### config.mk
export PLATFORM = sky130hd
export DESIGN_NAME = rof_sort_cell
export DESIGN_NICKNAME = d
export VERILOG_FILES = /design/src/rtl/rof_pkg.sv /design/src/rtl/rof_sort_cell.sv
export SDC_FILE = /design/constraint.sdc
export NUM_CORES = 1
export LEC_CHECK = 0
export ABC_AREA = 0
export BUFFER_PORTS_ARGS = -buffer_cell sky130_fd_sc_hd__buf_2
export CAP_MARGIN = 20
export CORE_ASPECT_RATIO = 0.6
export CORE_MARGIN = 2
export CORE_UTILIZATION = 47
export DETAILED_ROUTE_END_ITERATION = 10
export PLACE_DENSITY = 0.76
export SKIP_CTS_REPAIR_TIMING = 1
export SLEW_MARGIN = 0
export SYNTH_ARGS = -nofsm -noshare
export SYNTH_HDL_FRONTEND = slang
export SYNTH_SLANG_ARGS = --single-unit
### constraint.sdc
create_clock -name clock -period 3.6 [get_ports clock]
set_clock_uncertainty 0.15 [all_clocks]
set_input_delay 0.9 -clock clock [delete_from_list [all_inputs] [get_ports clock]]
set_output_delay 0.9 -clock clock [all_outputs]
set_load 0.01 [all_outputs]
### src/rtl/rof_pkg.sv
package rof_pkg;

   // Geometry of the window and of the sorting chain.
   localparam int unsigned WIN_SIZE    = 9;
   localparam int unsigned SORT_STAGES = 9;
   localparam int unsigned PIX_W       = 8;
   localparam int unsigned RANK_W      = 4;

   // Widths of the configuration registers.
   localparam int unsigned PERCENT_W = 7;
   localparam int unsigned WIDTH_W   = 11;
   localparam int unsigned CSR_W     = 11;

   // Defaults after reset.
   localparam int unsigned DEF_MAX_WIDTH = 1024;
   localparam logic [PERCENT_W-1:0] PERCENT_RESET = 7'd50;
   localparam logic [WIDTH_W-1:0]   WIDTH_RESET   = 11'd640;
   localparam int unsigned MIN_WIDTH = 3;

   // Register indexes on the configuration port.
   localparam logic CSR_PERCENT = 1'b0;
   localparam logic CSR_WIDTH   = 1'b1;

   // Row counter saturates once two full rows are buffered.
   localparam logic [1:0] ROW_FULL = 2'd2;

   // Smallest percent that reaches rank k (k = 1 .. 8): ceil(100 * k / 9).
   localparam logic [PERCENT_W-1:0] RANK_STEP [8] = '{
      7'd12, 7'd23, 7'd34, 7'd45, 7'd56, 7'd67, 7'd78, 7'd89
   };

   typedef logic [WIN_SIZE-1:0][PIX_W-1:0] win_type;

   // Tag that rides along with each window through the sorting chain.
   typedef struct packed {
      logic valid;
      logic row_end;
   } tag_type;

   // Control from the front end to the line buffer.
   typedef struct packed {
      logic rd_en;
      logic wr_en;
   } lb_ctl_type;

   // One result waiting in the output queue.
   typedef struct packed {
      logic             row_end;
      logic [PIX_W-1:0] px;
   } res_type;

   // Rank floor(9 * percent / 100), clamped to 8, counted against thresholds.
   function automatic logic [RANK_W-1:0] rank_of(input logic [PERCENT_W-1:0] pct);
      logic [RANK_W-1:0] rank;
      rank = '0;
      for (int k = 0; k < 8; k++) begin
         if (pct >= RANK_STEP[k]) begin
            rank = rank + 1'b1;
         end
      end
      return rank;
   endfunction

   // Last column index for a given width, with the width clamped to 3 .. max.
   function automatic int unsigned last_col_of(input logic [WIDTH_W-1:0] w,
                                               input int unsigned maxw);
      int unsigned wi;
      wi = int'(w);
      if (wi < MIN_WIDTH) begin
         wi = MIN_WIDTH;
      end
      if (wi > maxw) begin
         wi = maxw;
      end
      return wi - 1;
   endfunction

endpackage

### src/rtl/rof_sort_cell.sv
module rof_sort_cell #(
   parameter bit ODD = 1'b0
) (
   input  logic              clock,
   input  logic              reset,
   input  logic              en,
   input  rof_pkg::win_type  in_vals,
   input  rof_pkg::tag_type  in_tag,
   output rof_pkg::win_type  out_vals,
   output rof_pkg::tag_type  out_tag
);
   import rof_pkg::*;

   win_type vals_in;
   win_type vals_ff;
   logic    tag_valid_ff;
   logic    tag_row_end_ff;

   // One round of odd-even transposition: independent compare-exchanges.
   always_comb begin
      vals_in = in_vals;
      for (int i = (ODD ? 1 : 0); i + 1 < WIN_SIZE; i += 2) begin
         if (in_vals[i] > in_vals[i+1]) begin
            vals_in[i]   = in_vals[i+1];
            vals_in[i+1] = in_vals[i];
         end
      end
   end

   // Tag valid needs reset; the pixel values do not.
   always_ff @(posedge clock) begin
      if (reset) begin
         tag_valid_ff <= 1'b0;
      end else if (en) begin
         tag_valid_ff <= in_tag.valid;
      end
   end

   always_ff @(posedge clock) begin
      if (en) begin
         vals_ff        <= vals_in;
         tag_row_end_ff <= in_tag.row_end;
      end
   end

   assign out_vals = vals_ff;
   assign out_tag  = '{valid: tag_valid_ff, row_end: tag_row_end_ff};

endmodule

==> impl_metrics.tcl <==
set metrics [dict create \
    num-fill-cells 696 \
    critPathKind "in2reg" \
    nets 518 \
    max_cap_violations 0 \
    rsz0062_at_grt "false" \
    synthTopCellsByArea "edfxtp_1 53%, mux2_4 15%, ha_1 9.7%, mux2_2 6.5%, inv_1 2.9%" \
    critPathArrivalTime_ns 2.64 \
    mostFrequentLayoutCell "buf_2" \
    netlist-cell-type-count 22 \
    placement.io_buffers 150 \
    clk_pin_slew_worst_paths_ns 0.05 \
    antenna_found_initial 0 \
    irDropWorstVdd_v 0.000362 \
    vias 2560 \
    critPathRequiredTime_ns 3.52 \
    drcViolationCount 0 \
    rows 26 \
    slew_headroom 0.372 \
    hold_viol 0 \
    drtPass1Iterations 4 \
    grt_usage 0.164 \
    fin_setup_tns_ns 0 \
    place_congestion 0.796 \
    cts_made_buffers 9 \
    synth_top_area_frac 0.530 \
    cp-start-kind "input port" \
    grt_max_degree 75 \
    grt_overflow_total 0 \
    multi_input_area_um2 1720 \
    yosysTopAreaCell "edfxtp_1" \
    die-area_um2 9580 \
    yosysWarnings 0 \
    cts_sinks 74 \
    worstSkewPairLatency_ns 0.32 \
    endpoint_kind "register" \
    power.leakage_nw 2.44 \
    drt_iter0_drc 98 \
    placed_cells 510 \
    status "finished, final reports clean" \
    antenna_cells 0 \
    layout_common_cells "149 x buf_2, 73 x edfxtp_1, 40 x mux2_4" \
    core_area_um2 8520 \
    die_h_um 76.6 \
    first_global_vias 2551 \
    setup-violations-final 0 \
    syn_area_um2 4130 \
    cts_buffer_depth 2 \
    cts_tree "built" \
    syn_to_final_growth_pct 26.7 \
    fin_crit_sh 0.757 \
    regArea_um2 2210 \
    fmax_ghz 0.367 \
    dp_hpwl_um 5770 \
    min_period_ns 2.72 \
    wl_per_cell_um 14.5 \
    ys_seq_area_frac 0.535 \
    synthCells 254 \
    synth.net_count 363 \
    synth_area_per_cell_um2 16.3 \
    htree_levels 3 \
    die_w_um 125 \
    ios 151 \
    root_buffer "clkbuf_16" \
    via_per_inst 4.87 \
    path_max_fanout 16 \
    power.density_nw_per_um2 475 \
    initial_core_util 0.485 \
    ys_seq_elements 74 \
    ant_nets 0 \
    worstMarginPinSlew_ns 0.942 \
    drive_gt1_frac 0.611 \
    routed_wl_um 7650 \
    hp-class "reg2reg" \
    grt_pass1_wl_um 12400 \
    finalNonFillerCells 526 \
    drv_slew 0 \
]
==> through the flow <==
step | setup slack, ns | instance area (um^2) | hold WS (ns) | util | power, mW
finish | 0.876 | 5240 | 0.359 | 0.615 | 2.49
global route | 0.780 | 5240 | 0.423 | 0.615 | 2.60
CTS | 0.874 | 5240 | 0.367 | 0.615 | 2.52
detailed placement | 0.537 | 4940 | 0.355 | 0.580 | 1.62
global placement | 0.583 | 4940 | 0.320 | 0.580 | 1.61
floorplan | 0.939 | 4130 | 0.312 | - | 1.45
==> cell families after synthesis <==
group	share of synthesized area
fa+ha+maj	0.0969
compound gates	0.0648
simple gates	0.0403
buf+inv	0.0497
flops	0.535
mux	0.213
==> path summary, 6_finish.rpt <==
| kind | startpoint | endpoint | slack, ns | cells past startpoint |
|---|---|---|---|---|
| worst max-delay path | in_vals[17] | out_vals[20] | 0.88 | 7 |
| worst min-delay path | tag_valid_ff | tag_valid_ff | 0.36 | 2 |
| worst max register to register | tag_valid_ff | tag_valid_ff | 2.85 | 2 |
| worst min register to register | tag_valid_ff | tag_valid_ff | 0.36 | 2 |
==> routing by layer <==
layer	vias up	wire, um	part of all wire	GRT usage
met2	102	3360	0.44	0.249
li1	1272	-	-	-
met1	1178	3580	0.47	0.218
met5	-	0	0	0
met4	0	69	0.0090	0.0389
met3	8	641	0.084	0.0723
==> cell usage after synthesis <==
cell type	count
nand2_1	4
buf_8	2
nand4_2	2
dfxtp_1	1
buf_12	2
a21oi_1	12
o22ai_4	4
buf_4	2
nor2_1	1
edfxtp_1	73
o211ai_2	4
ha_1	32
a21oi_2	4
o21ai_4	1
mux2_2	24
nor2b_4	4
nand4_1	4
mux2i_1	1
o21ai_2	3
mux2_4	40
nand4_4	2
inv_1	32
==> worst max-delay path: stages <==
cell	delay, ns
buf_2	0.11
ha_1	0.31
nor2b_4	0.14
o211ai_2	0.14
a21oi_2	0.09
o22ai_4	0.53
mux2_2	0.41
==> cell type report <==
class,count,share of cell area
Sequential cell,74,0.422
Clock buffer,11,0.0463
Clock inverter,5,0.0103
Tap cell,112,0.0268
Inverter,32,0.0229
Multi-Input combinational cell,142,0.328
Timing Repair Buffer,150,0.144
==> registers in the layout, indices dropped and copies added, names as in the netlist <==
signal          flops
out_vals           72
tag_row_end_ff      1
tag_valid_ff        1
==> where the power goes <==
group          switching (mW)  internal (mW)
clock network           0.332          0.553
registers              0.0223           1.06
logic                   0.252          0.264
Power figures use the tool's default switching activity.
